## src/hw/rtl/sqltl_pkg.sv

```systemverilog
// Shared types, token kinds, character codes and keyword table for the SQL token lexer.
package sqltl_pkg;

	localparam int KW_COUNT    = 14;
	localparam int KW_CHARS    = 6;
	localparam int QUEUE_DEPTH = 4;

	typedef logic [7:0] kw_word_t [KW_CHARS];

	localparam logic [5:0] K_EOF   = 6'd0;
	localparam logic [5:0] K_NUM   = 6'd1;
	localparam logic [5:0] K_IDENT = 6'd2;
	localparam logic [5:0] K_STR   = 6'd3;
	localparam logic [5:0] K_KW0   = 6'd4;
	localparam logic [5:0] K_EQ    = 6'd18;
	localparam logic [5:0] K_COMMA = 6'd19;
	localparam logic [5:0] K_SEMI  = 6'd20;
	localparam logic [5:0] K_LPAR  = 6'd21;
	localparam logic [5:0] K_RPAR  = 6'd22;
	localparam logic [5:0] K_STAR  = 6'd23;
	localparam logic [5:0] K_PLUS  = 6'd24;
	localparam logic [5:0] K_MINUS = 6'd25;
	localparam logic [5:0] K_SLASH = 6'd26;
	localparam logic [5:0] K_LT    = 6'd27;
	localparam logic [5:0] K_LE    = 6'd28;
	localparam logic [5:0] K_GT    = 6'd29;
	localparam logic [5:0] K_GE    = 6'd30;
	localparam logic [5:0] K_NE    = 6'd31;
	localparam logic [5:0] K_BAD   = 6'd32;

	localparam logic [7:0] CH_BSLASH = 8'h5C;
	localparam logic [7:0] CH_QUOTE  = 8'h27;
	localparam logic [7:0] CH_UNDER  = 8'h5F;
	localparam logic [7:0] CH_DOT    = 8'h2E;
	localparam logic [7:0] CH_EQ     = 8'h3D;
	localparam logic [7:0] CH_LT     = 8'h3C;
	localparam logic [7:0] CH_GT     = 8'h3E;
	localparam logic [7:0] CH_BANG   = 8'h21;
	localparam logic [7:0] CH_COMMA  = 8'h2C;
	localparam logic [7:0] CH_SEMI   = 8'h3B;
	localparam logic [7:0] CH_LPAR   = 8'h28;
	localparam logic [7:0] CH_RPAR   = 8'h29;
	localparam logic [7:0] CH_STAR   = 8'h2A;
	localparam logic [7:0] CH_PLUS   = 8'h2B;
	localparam logic [7:0] CH_MINUS  = 8'h2D;
	localparam logic [7:0] CH_SLASH  = 8'h2F;

	localparam kw_word_t KW_TEXT [KW_COUNT] = '{
		'{"S", "E", "L", "E", "C", "T"},
		'{"F", "R", "O", "M", 8'h00, 8'h00},
		'{"W", "H", "E", "R", "E", 8'h00},
		'{"I", "N", "S", "E", "R", "T"},
		'{"I", "N", "T", "O", 8'h00, 8'h00},
		'{"V", "A", "L", "U", "E", "S"},
		'{"C", "R", "E", "A", "T", "E"},
		'{"T", "A", "B", "L", "E", 8'h00},
		'{"D", "E", "L", "E", "T", "E"},
		'{"U", "P", "D", "A", "T", "E"},
		'{"S", "E", "T", 8'h00, 8'h00, 8'h00},
		'{"A", "N", "D", 8'h00, 8'h00, 8'h00},
		'{"O", "R", 8'h00, 8'h00, 8'h00, 8'h00},
		'{"N", "O", "T", 8'h00, 8'h00, 8'h00}
	};

	localparam logic [3:0] KW_LEN [KW_COUNT] = '{
		4'd6, 4'd4, 4'd5, 4'd6, 4'd4, 4'd6, 4'd6,
		4'd5, 4'd6, 4'd6, 4'd3, 4'd3, 4'd2, 4'd3
	};

	typedef struct packed {
		logic [5:0]  kind;
		logic [15:0] start_offset;
		logic [15:0] end_offset;
		logic        last;
	} rec_t;

	function automatic logic is_space(input logic [7:0] c);
		return (c == 8'd32) || (c inside {[8'd9:8'd13]});
	endfunction

	function automatic logic is_digit(input logic [7:0] c);
		return c inside {["0":"9"]};
	endfunction

	function automatic logic is_alpha(input logic [7:0] c);
		return c inside {["A":"Z"], ["a":"z"]};
	endfunction

	function automatic logic [7:0] upcase(input logic [7:0] c);
		return (c inside {["a":"z"]}) ? c - 8'd32 : c;
	endfunction

	function automatic logic [5:0] kw_kind(input kw_word_t w, input logic [3:0] len);
		logic [5:0] k;
		logic       hit;
		k = K_IDENT;
		for (int j = 0; j < KW_COUNT; j++) begin
			hit = (len == KW_LEN[j]);
			for (int i = 0; i < KW_CHARS; i++) begin
				hit = hit && (w[i] == KW_TEXT[j][i]);
			end
			if (hit) begin
				k = K_KW0 + 6'(j);
			end
		end
		return k;
	endfunction

endpackage

```

## src/hw/rtl/sql_token_lexer.sv

```systemverilog
// Streaming SQL tokenizer: per-byte scanner with a small record queue on the output.
// Records of an accepted request are registered into the record queue when the request is accepted.
// Throughput: one request per cycle while s_tready is high; a request that completes two tokens
// pushes two records, popped one per handshake, and s_tready drops while the four-entry queue has under two free slots.
// Reset (arst_n low): scanner idle, offsets and word state cleared, record queue emptied.
// An end-of-input request returns the scanner to its reset state, so the next text starts at 0.
module sql_token_lexer #(
	parameter int OFFSET_BITS   = 16,
	parameter int KEYWORD_CHARS = 6
) (
	input  logic        clk,
	input  logic        arst_n,
	input  logic        s_tvalid,
	output logic        s_tready,
	input  logic [7:0]  s_tdata,  // [7:0] text_byte
	input  logic [0:0]  s_tuser,  // [0] action
	output logic        m_tvalid,
	input  logic        m_tready,
	output logic [39:0] m_tdata,  // [5:0] token_kind, [21:6] start_offset, [37:22] end_offset
	output logic        m_tlast
);

	localparam int OB = OFFSET_BITS;
	localparam int KC = KEYWORD_CHARS;
	localparam int LW = $clog2(KC + 2);
	localparam int QD = sqltl_pkg::QUEUE_DEPTH;
	localparam int PW = $clog2(QD);
	localparam int CW = $clog2(QD + 1);

	typedef enum logic [2:0] {
		M_IDLE, M_NUM, M_WORD, M_STR, M_STR_ESC, M_LT, M_GT, M_BANG
	} mode_t;

	mode_t          mode_q, n_mode, fr_mode;
	logic [OB-1:0]  off_q, start_q, n_off, n_start, off_inc;
	logic [7:0]     wbuf_q [KC];
	logic [7:0]     n_wbuf [KC];
	logic [LW-1:0]  len_q, n_len;

	sqltl_pkg::rec_t queue_q [QD];
	logic [PW-1:0]   wr_q, rd_q;
	logic [CW-1:0]   count_q;

	logic       acc, pop, act;
	logic [7:0] c;
	logic       fr_v;
	logic [5:0] fr_kind, wkind;
	logic       pend_v, sec_v, take_fresh;
	logic [5:0] pend_kind, sec_kind;
	logic [OB-1:0] pend_s, pend_e, sec_s, sec_e;
	sqltl_pkg::rec_t rec0, rec1;
	logic [1:0] n_push;
	sqltl_pkg::kw_word_t wcmp;

	function automatic logic [15:0] lo16(input logic [OB-1:0] v);
		logic [31:0] wide;
		wide = 32'(v);
		return wide[15:0];
	endfunction

	assign acc      = s_tvalid && s_tready;
	assign pop      = m_tvalid && m_tready;
	assign s_tready = (count_q <= CW'(QD - 2));
	assign m_tvalid = (count_q != '0);
	assign act      = s_tuser[0];
	assign c        = s_tdata;
	assign off_inc  = (off_q == '1) ? off_q : off_q + 1'b1;

	assign m_tdata = {2'b00, queue_q[rd_q].end_offset, queue_q[rd_q].start_offset,
		queue_q[rd_q].kind};
	assign m_tlast = queue_q[rd_q].last;

	always_comb begin
		for (int i = 0; i < sqltl_pkg::KW_CHARS; i++) begin
			wcmp[i] = wbuf_q[i];
		end
		wkind = sqltl_pkg::kw_kind(wcmp, 4'(len_q));
	end

	always_comb begin
		fr_mode = M_IDLE;
		fr_v    = 1'b0;
		fr_kind = sqltl_pkg::K_BAD;
		if (sqltl_pkg::is_space(c)) begin
			fr_mode = M_IDLE;
		end else if (sqltl_pkg::is_digit(c)) begin
			fr_mode = M_NUM;
		end else if (sqltl_pkg::is_alpha(c) || c == sqltl_pkg::CH_UNDER) begin
			fr_mode = M_WORD;
		end else begin
			case (c)
				sqltl_pkg::CH_QUOTE: fr_mode = M_STR;
				sqltl_pkg::CH_LT:    fr_mode = M_LT;
				sqltl_pkg::CH_GT:    fr_mode = M_GT;
				sqltl_pkg::CH_BANG:  fr_mode = M_BANG;
				sqltl_pkg::CH_EQ:    begin fr_v = 1'b1; fr_kind = sqltl_pkg::K_EQ;    end
				sqltl_pkg::CH_COMMA: begin fr_v = 1'b1; fr_kind = sqltl_pkg::K_COMMA; end
				sqltl_pkg::CH_SEMI:  begin fr_v = 1'b1; fr_kind = sqltl_pkg::K_SEMI;  end
				sqltl_pkg::CH_LPAR:  begin fr_v = 1'b1; fr_kind = sqltl_pkg::K_LPAR;  end
				sqltl_pkg::CH_RPAR:  begin fr_v = 1'b1; fr_kind = sqltl_pkg::K_RPAR;  end
				sqltl_pkg::CH_STAR:  begin fr_v = 1'b1; fr_kind = sqltl_pkg::K_STAR;  end
				sqltl_pkg::CH_PLUS:  begin fr_v = 1'b1; fr_kind = sqltl_pkg::K_PLUS;  end
				sqltl_pkg::CH_MINUS: begin fr_v = 1'b1; fr_kind = sqltl_pkg::K_MINUS; end
				sqltl_pkg::CH_SLASH: begin fr_v = 1'b1; fr_kind = sqltl_pkg::K_SLASH; end
				default:             begin fr_v = 1'b1; fr_kind = sqltl_pkg::K_BAD;   end
			endcase
		end
	end

	always_comb begin
		n_mode     = mode_q;
		n_off      = off_q;
		n_start    = start_q;
		n_wbuf     = wbuf_q;
		n_len      = len_q;
		pend_v     = 1'b0;
		pend_kind  = sqltl_pkg::K_BAD;
		pend_s     = start_q;
		pend_e     = off_q;
		sec_v      = 1'b0;
		sec_kind   = sqltl_pkg::K_EOF;
		sec_s      = off_q;
		sec_e      = off_inc;
		take_fresh = 1'b0;
		if (act) begin
			case (mode_q)
				M_NUM:             begin pend_v = 1'b1; pend_kind = sqltl_pkg::K_NUM; end
				M_WORD:            begin pend_v = 1'b1; pend_kind = wkind;            end
				M_STR, M_STR_ESC:  begin pend_v = 1'b1; pend_kind = sqltl_pkg::K_STR; end
				M_LT:              begin pend_v = 1'b1; pend_kind = sqltl_pkg::K_LT;  end
				M_GT:              begin pend_v = 1'b1; pend_kind = sqltl_pkg::K_GT;  end
				M_BANG:            begin pend_v = 1'b1; pend_kind = sqltl_pkg::K_BAD; end
				default:           pend_v = 1'b0;
			endcase
			sec_v    = 1'b1;
			sec_kind = sqltl_pkg::K_EOF;
			sec_e    = off_q;
			n_mode   = M_IDLE;
			n_off    = '0;
			n_start  = '0;
			n_len    = '0;
			for (int i = 0; i < KC; i++) begin
				n_wbuf[i] = 8'h00;
			end
		end else begin
			n_off = off_inc;
			case (mode_q)
				M_NUM: begin
					if (!(sqltl_pkg::is_digit(c) || c == sqltl_pkg::CH_DOT)) begin
						pend_v     = 1'b1;
						pend_kind  = sqltl_pkg::K_NUM;
						take_fresh = 1'b1;
					end
				end
				M_WORD: begin
					if (sqltl_pkg::is_alpha(c) || sqltl_pkg::is_digit(c) ||
						c == sqltl_pkg::CH_UNDER) begin
						for (int i = 0; i < KC; i++) begin
							if (len_q == LW'(i)) begin
								n_wbuf[i] = sqltl_pkg::upcase(c);
							end
						end
						if (len_q <= LW'(KC)) begin
							n_len = len_q + 1'b1;
						end
					end else begin
						pend_v     = 1'b1;
						pend_kind  = wkind;
						take_fresh = 1'b1;
					end
				end
				M_STR: begin
					if (c == sqltl_pkg::CH_QUOTE) begin
						pend_v    = 1'b1;
						pend_kind = sqltl_pkg::K_STR;
						pend_e    = off_inc;
						n_mode    = M_IDLE;
					end else if (c == sqltl_pkg::CH_BSLASH) begin
						n_mode = M_STR_ESC;
					end
				end
				M_STR_ESC: n_mode = M_STR;
				M_LT, M_GT, M_BANG: begin
					pend_v = 1'b1;
					if (c == sqltl_pkg::CH_EQ) begin
						pend_kind = (mode_q == M_LT) ? sqltl_pkg::K_LE :
							(mode_q == M_GT) ? sqltl_pkg::K_GE : sqltl_pkg::K_NE;
						pend_e = off_inc;
						n_mode = M_IDLE;
					end else begin
						pend_kind = (mode_q == M_LT) ? sqltl_pkg::K_LT :
							(mode_q == M_GT) ? sqltl_pkg::K_GT : sqltl_pkg::K_BAD;
						take_fresh = 1'b1;
					end
				end
				default: take_fresh = 1'b1;
			endcase
			if (take_fresh) begin
				n_mode   = fr_mode;
				n_start  = off_q;
				sec_v    = fr_v;
				sec_kind = fr_kind;
				if (fr_mode == M_WORD) begin
					for (int i = 0; i < KC; i++) begin
						n_wbuf[i] = 8'h00;
					end
					n_wbuf[0] = sqltl_pkg::upcase(c);
					n_len     = LW'(1);
				end
			end
		end
	end

	always_comb begin
		rec1.kind         = sec_kind;
		rec1.start_offset = lo16(sec_s);
		rec1.end_offset   = lo16(sec_e);
		rec1.last         = 1'b1;
		if (pend_v) begin
			rec0.kind         = pend_kind;
			rec0.start_offset = lo16(pend_s);
			rec0.end_offset   = lo16(pend_e);
			rec0.last         = !sec_v;
		end else begin
			rec0 = rec1;
		end
		n_push = {1'b0, pend_v} + {1'b0, sec_v};
	end

	always_ff @(posedge clk or negedge arst_n) begin
		if (!arst_n) begin
			mode_q  <= M_IDLE;
			off_q   <= '0;
			start_q <= '0;
			len_q   <= '0;
			for (int i = 0; i < KC; i++) begin
				wbuf_q[i] <= 8'h00;
			end
			wr_q    <= '0;
			rd_q    <= '0;
			count_q <= '0;
		end else begin
			if (acc) begin
				mode_q  <= n_mode;
				off_q   <= n_off;
				start_q <= n_start;
				len_q   <= n_len;
				wbuf_q  <= n_wbuf;
				wr_q    <= wr_q + PW'(n_push);
			end
			if (pop) begin
				rd_q <= rd_q + 1'b1;
			end
			count_q <= count_q + (acc ? CW'(n_push) : CW'(0)) - (pop ? CW'(1) : CW'(0));
		end
	end

	always_ff @(posedge clk) begin
		if (acc && n_push != 2'd0) begin
			queue_q[wr_q] <= rec0;
		end
		if (acc && n_push == 2'd2) begin
			queue_q[wr_q + 1'b1] <= rec1;
		end
	end

	a_queue_bound: assert property (@(posedge clk) disable iff (!arst_n)
		count_q <= CW'(QD))
		else $error("record queue overflow");

	a_eof_reset: assert property (@(posedge clk) disable iff (!arst_n)
		acc && act |=> off_q == '0 && mode_q == M_IDLE && len_q == '0)
		else $error("scanner not cleared after end of input");

	a_escape: assert property (@(posedge clk) disable iff (!arst_n)
		acc && !act && mode_q == M_STR_ESC |=> mode_q == M_STR)
		else $error("escaped byte did not return to string mode");

	a_pair: assert property (@(posedge clk) disable iff (!arst_n)
		pop && !m_tlast |-> count_q >= CW'(2))
		else $error("first record of a pair sent without its partner queued");

	a_len_bound: assert property (@(posedge clk) disable iff (!arst_n)
		len_q <= LW'(KC + 1))
		else $error("word length beyond saturation");

endmodule
```

## config.mk

```make
export PLATFORM = sky130hd
export DESIGN_NAME = sql_token_lexer
export DESIGN_NICKNAME = d
export VERILOG_FILES = /design/src/hw/rtl/sqltl_pkg.sv /design/src/hw/rtl/sql_token_lexer.sv
export SDC_FILE = /design/constraint.sdc
export NUM_CORES = 1
export LEC_CHECK = 0
export BUFFER_PORTS_ARGS = -buffer_cell sky130_fd_sc_hd__buf_2
export CORE_ASPECT_RATIO = 1.2
export CORE_MARGIN = 4
export CORE_UTILIZATION = 60
export CTS_CLUSTER_SIZE = 12
export DETAILED_ROUTE_END_ITERATION = 16
export PLACE_DENSITY = 0.78
export SLEW_MARGIN = 20
export SYNTH_ARGS = -nofsm -noshare
export SYNTH_HDL_FRONTEND = slang
export SYNTH_SLANG_ARGS = --single-unit
```

## constraint.sdc

```tcl
create_clock -name clk -period 10.9 [get_ports clk]
set_input_delay 2.725 -clock clk [delete_from_list [all_inputs] [get_ports clk]]
set_output_delay 2.725 -clock clk [all_outputs]
set_load 0.03 [all_outputs]
```

-- Yosys cells after proc, flatten, opt, wreduce, memory -nomap -nowiden
Memories as Yosys holds them, arrays and structs flattened.
Cells that the tools add are included.
- flip-flop bits (word level): 93
- memory bits (writable): 156
- output and inout bits: 43
- input bits: 13
- word-level logic and storage cells: 312
- memories kept: 1
- memory list (memory ; words ; bits a word ; rd ports ; clocked after memory_dff ; write ports ; line ; text):
    queue_q ; 4 ; 39 ; 1 ; 0 ; 2 ; sql_token_lexer.sv:40 ; sqltl_pkg::rec_t queue_q [QD];
- reduce and logical (&&, ||, !) cells: 114
- mux-type cells: 90
- $add $sub $neg: 9
- eq/ne operators: 75
- $lt $le $gt $ge: 10
- operators by type and width (cell ; count):
    $eq 8x7->1 const B ; 42
    $mux 48 ; 5
    $mux 6 ; 24
    $mux 16 ; 8
    $eq 8x6->1 const B ; 15
    $logic_and 1x1->1 ; 92
    $mux 8 ; 7
    $pmux 6 s9 ; 1
    $mux 3 ; 16
    $mux 39 ; 1
    $logic_not 8->1 ; 4
    $pmux 16 s2 ; 1
    $pmux 6 s5 ; 1
    $pmux 6 s4 ; 1
    $eq 3x3->1 const B ; 7
    $mux 1 ; 19
    $add 16x1->16 const B ; 1
    $eq 16x16->1 const B ; 1
    $ge 8x7->1 const B ; 2
    $le 8x7->1 const B ; 2
    $eq 3x2->1 const B ; 5
    $pmux 3 s4 ; 1
    $pmux 3 s3 ; 1
    $ge 8x4->1 const B ; 1
    other kinds (30) ; 40

-- Depth between registers and ports, before layout
- word-level depth: 25
- gate-level depth with buffers: 16
- gate-level depth less buffers: 16

-- Worst setup path before layout
OpenSTA, ideal clock, no wires.
- kind: input-to-reg
- start: in s_tdata[4]
- end: mem queue_q[0][4] in the netlist's numbering, data pin
- buffers on the path: 3
- required time: 10.766 ns
- setup time: 0.134 ns
- slack: 3.950 ns
- arrival: 6.816 ns
- stages on the path: 14
- cell sequence: buf_6 -> or3_4 -> or4b_4 -> or2_1 -> o311a_2 -> a21oi_2 -> inv_2 -> buf_6 -> ha_1 -> clkbuf_1 -> nor4_1 -> nor2_1 -> inv_1 -> o221a_2
- RTL lines (what ; line ; text):
    from (decl) ; sql_token_lexer.sv:15 ; input logic [7:0] s_tdata,
    to (decl) ; sql_token_lexer.sv:40 ;

==> impl_summary.txt <==
----------------------------------------------------
[Final layout]
  Area taken by flip-flops and latches ... 0.006974 mm2
  Commonest cells after routing, fill and taps aside ... sky130_fd_sc_hd__edfxtp_1, sky130_fd_sc_hd__a22o_1, sky130_fd_sc_hd__nand2_1, sky130_fd_sc_hd__dfrtp_1, sky130_fd_sc_hd__nor2_1
  Count of inserted antenna diode cells ... 0
  Nets ... 1409
  Commonest non-fill, non-tap cell in the layout ... sky130_fd_sc_hd__edfxtp_1
  Fillers ... 1857
  Layout cell share with drive strength beyond 1 ... 0.1450
  Signed area change from the synthesized netlist to the final layout ... 8.134%
  Multi-input combinational cell area ... 0.007056 mm2

[Clock network]
  Number of sinks handled by clock tree synthesis ... 249
  CTS root buffer ... sky130_fd_sc_hd__clkbuf_16
  Hold-fix buffer count after cts ... 0
  Clock buffers created by TritonCTS ... 27
  Later-pin clock latency in the skew report ... 550 ps
  Maximum count of clock buffers along a single path ... 3
  CTS tree ... built
  Post-CTS sizing ... 0
  Max H-tree Level ... 1
  CTS clock-pin slew for the worst setup and hold paths ... 60 ps
  Post-CTS Setup Repair Bufs ... 0

[Setup path]
  Slack of the worst reg-to-reg path ... 5920 ps
  Max FO, Critical Path ... 33
  Largest incremental delay on the critical path ... 800 ps
  Nature of the critical path startpoint ... primary input
  Most Frequent Cell on Critical Path ... sky130_fd_sc_hd__nor2_1
  Setup CP Type ... in2reg
  CP Data Arrival Time ... 7740 ps
  Worst Reg-to-Reg Cells ... 11
  Data required time at the worst endpoint ... 11320 ps
  Worst reg2reg path startpoint ... mode_q[0]$_DFFE_PN0P_
  Cell-by-cell listing of the critical path ... buf_2, or3_4, or4b_4, or2_1, o311a_2, a21oi_2, ha_1, nand2_1, nor2_1, nor2_1, inv_1, buf_4, o221a_2
  CP top delay family ... simple AND/OR/NAND/NOR gates
  Worst setup EP type ... flip-flop
  Endpoint of the lowest-slack register-to-register path ... queue_q[2][4]$_DFFE_PP_
  Number of buffers and inverters on the critical path ... 3
  Cell with the largest stage delay on the worst path ... sky130_fd_sc_hd__nor2_1

[Route]
  Avg Vias per Cell ... 7.328
  Routed WL per cell ... 27.29 um
  WL final ... 46.94 mm
  Total via count in the routed design ... 12605
  Detailed Route Iter0 Violations ... 1584
  Detailed-route DRC error count ... 0
  First-pass iteration count of the detailed router ... 6
  Antenna-violating nets left ... 0

[Global route]
  Met3 global-route usage ... 0.05057
  GRT Util Overall ... 0.3511
  Global-route met1 utilization ... 0.4087
  Initial antenna violation count ... 0
  Busiest layer in global routing ... met2
  Total congestion overflow after global routing ... 0
  First-pass GRT wire length ... 71.96 mm
  Global-route track usage on met2 ... 0.5985
  Largest net degree at the start of global routing ... 57
  Via count of the first global-routing pass ... 12309

[Status]
  Status ... complete, no violations

[Floorplan]
  Die boundary height ... 179.0 um
  Starting density of the core ... 0.6097
  Core Area ... 0.02397 mm2
  Total number of placement rows ... 62
  Die X-Extent ... 150.5 um
  Top Ports ... 56
  Die outline area ... 0.02693 mm2

[Min path]
  WHS Endpoint ... rd_q[0]$_DFFE_PN0P_
  Worst hold-check path type ... reg2reg
  Startpoint of the lowest-slack hold path ... rd_q[0]$_DFFE_PN0P_
  Number of cells on the worst hold path ... 1

[Logic synthesis]
  Sequential element share of the synthesized area ... 0.4771
  EDFF count, synth ... 152
  Post-synth design cell area ... 0.01461 mm2
  Cell count after synthesis ... 1392
  Count of cell types in the netlist ... 92
  Post-synthesis register bit count ... 249
  Warning count from the yosys run ... 0
  Most frequently used flop master after synthesis ... sky130_fd_sc_hd__edfxtp_1
  Share of synthesized registers carrying an async set or reset ... 0.3735
  Average footprint of a synthesized cell ... 10.50 um2

[STA]
  Number of hold-slack violations in the final timing report ... 0
  Final number of max-transition violations ... 0
  Tightest slew margin relative to the limit ... 0.2277
  Setup_tns ... 0 ps
  Transition at the pin with the smallest max-transition slack ... 1156 ps
  Tmin final ... 7325 ps
  Post-route setup slack ... 3575 ps
  Final period util ... 0.6720
  Final number of setup-violating endpoints ... 0
  RSZ-0062 raised after global routing ... false
  Maximum operating frequency ... 136.5 MHz
  Fin Clk Skew ... 21.41 ps

[Power and ir drop]
  Cell Pwr Density ... 228.4 mW/mm2
  Peak supply drop ... 0.1511 mV
  Leakage ... 5.748 nW

[Placement]
  GP Congestion ... 1.031
  DP HPWL ... 32.61 mm
  Placement Setup Slack ... 3114 ps
  Port Buffer Count ... 53

[Job]
  MaxCap Viol Count ... 0

----------------------------------------------------
[how the worst max path moves through the flow]
stage,end,depth (start not counted),slack [ps],start
after global placement,queue_q[2][4]$_DFFE_PP_,13,3290,s_tdata[4]
final,queue_q[2][4]$_DFFE_PP_,13,3570,s_tdata[4]
after detailed placement,queue_q[2][4]$_DFFE_PP_,13,3110,s_tdata[4]
after global routing,queue_q[2][4]$_DFFE_PP_,13,3380,s_tdata[4]
after floorplan,queue_q[0][4]$_DFFE_PP_,14,3950,s_tdata[4]
after CTS,queue_q[2][4]$_DFFE_PP_,13,3660,s_tdata[4]
[Yosys cell counts, drive strengths merged, types with 5 or more instances]
master | n | area (um2)
a211oi | 8 | 70.06
buf | 36 | 187.7
or2 | 11 | 68.82
a32o | 7 | 70.07
o211ai | 9 | 72.57
nor3 | 34 | 170.2
nor2 | 95 | 381.6
and3 | 17 | 106.4
edfxtp | 152 | 4564
and2 | 13 | 81.33
nand2b | 9 | 56.30
nor3b | 9 | 67.56
nand4b | 7 | 61.31
inv | 30 | 112.6
dfrtp | 93 | 2327
nand3 | 35 | 175.2
o21a | 6 | 45.04
xnor2 | 6 | 52.55
a31oi | 11 | 68.82
a21o | 8 | 60.06
a32oi | 5 | 43.79
mux4 | 39 | 878.3
o2bb2ai | 15 | 131.4
nor4 | 36 | 225.2
a21boi | 6 | 48.80
or3 | 14 | 92.59
or4 | 8 | 60.06
o21ai | 77 | 400.4
nor4bb | 7 | 70.07
nor2b | 13 | 81.33
o22a | 14 | 122.6
ha | 16 | 200.2
clkbuf | 83 | 312.8
o311a | 7 | 71.32
o31ai | 5 | 37.54
nand2 | 106 | 397.9
nand4 | 27 | 168.9
a21oi | 82 | 425.4
nor4b | 9 | 85.08
a22o | 109 | 954.7
a22oi | 18 | 135.1
mux2 | 5 | 56.30
o22ai | 35 | 219.0
[layer usage]
| metal | vias to the layer above | wire [um] |
|---|---|---|
| met5 | - | 0 |
| met4 | 0 | 3870 |
| met3 | 224 | 3605 |
| met2 | 813 | 23220 |
| met1 | 6111 | 16250 |
| li1 | 5457 | - |
[kinds of logic after synthesis]
kind of cell,share of synthesized area
other cells,0.0002566
simple gates,0.1703
fa+ha+maj,0.01507
buf+inv,0.04221
xor+xnor,0.005394
mux,0.06669
compound gates,0.2230
flops,0.4771
[per-stage QoR]
stage	util	cells	cell area (um2)	total power (W)	hold WS, ps
after floorplan	-	1393	14620	0.002314	431.0
after detailed placement	0.6251	1670	14980	0.002742	450.6
after CTS	0.6592	1720	15800	0.003589	470.7
final	0.6593	1720	15800	0.003609	483.8
after global placement	0.6250	1670	14980	0.002705	445.6
after global routing	0.6593	1720	15800	0.003762	476.9
[power breakdown]
part	internal (W)	switching [W]	total (W)
Combinational	0.000460	0.000907	0.00137
Clock	0.000477	0.000373	0.000850
Sequential	0.00117	0.000225	0.00139
Total	0.00210	0.00151	0.00361
[flip-flops by register name (all words and copies together), names as in the netlist, 3 cells and up]
name,count
off_q,16
len_q,3
wbuf_q,48
pend_s,16
queue_q,156
mode_q,3
count_q,3
[layout make-up]
class                      instances  area share
tap                              320     0.02534
multi-input combinational        994      0.4465
clock buffer                      41     0.04735
timing repair buffer              76     0.02787
sequential                       249      0.4413
clock inverter                     9    0.004276
inverter                          31    0.007363
(Power assumes the default switching activity.)
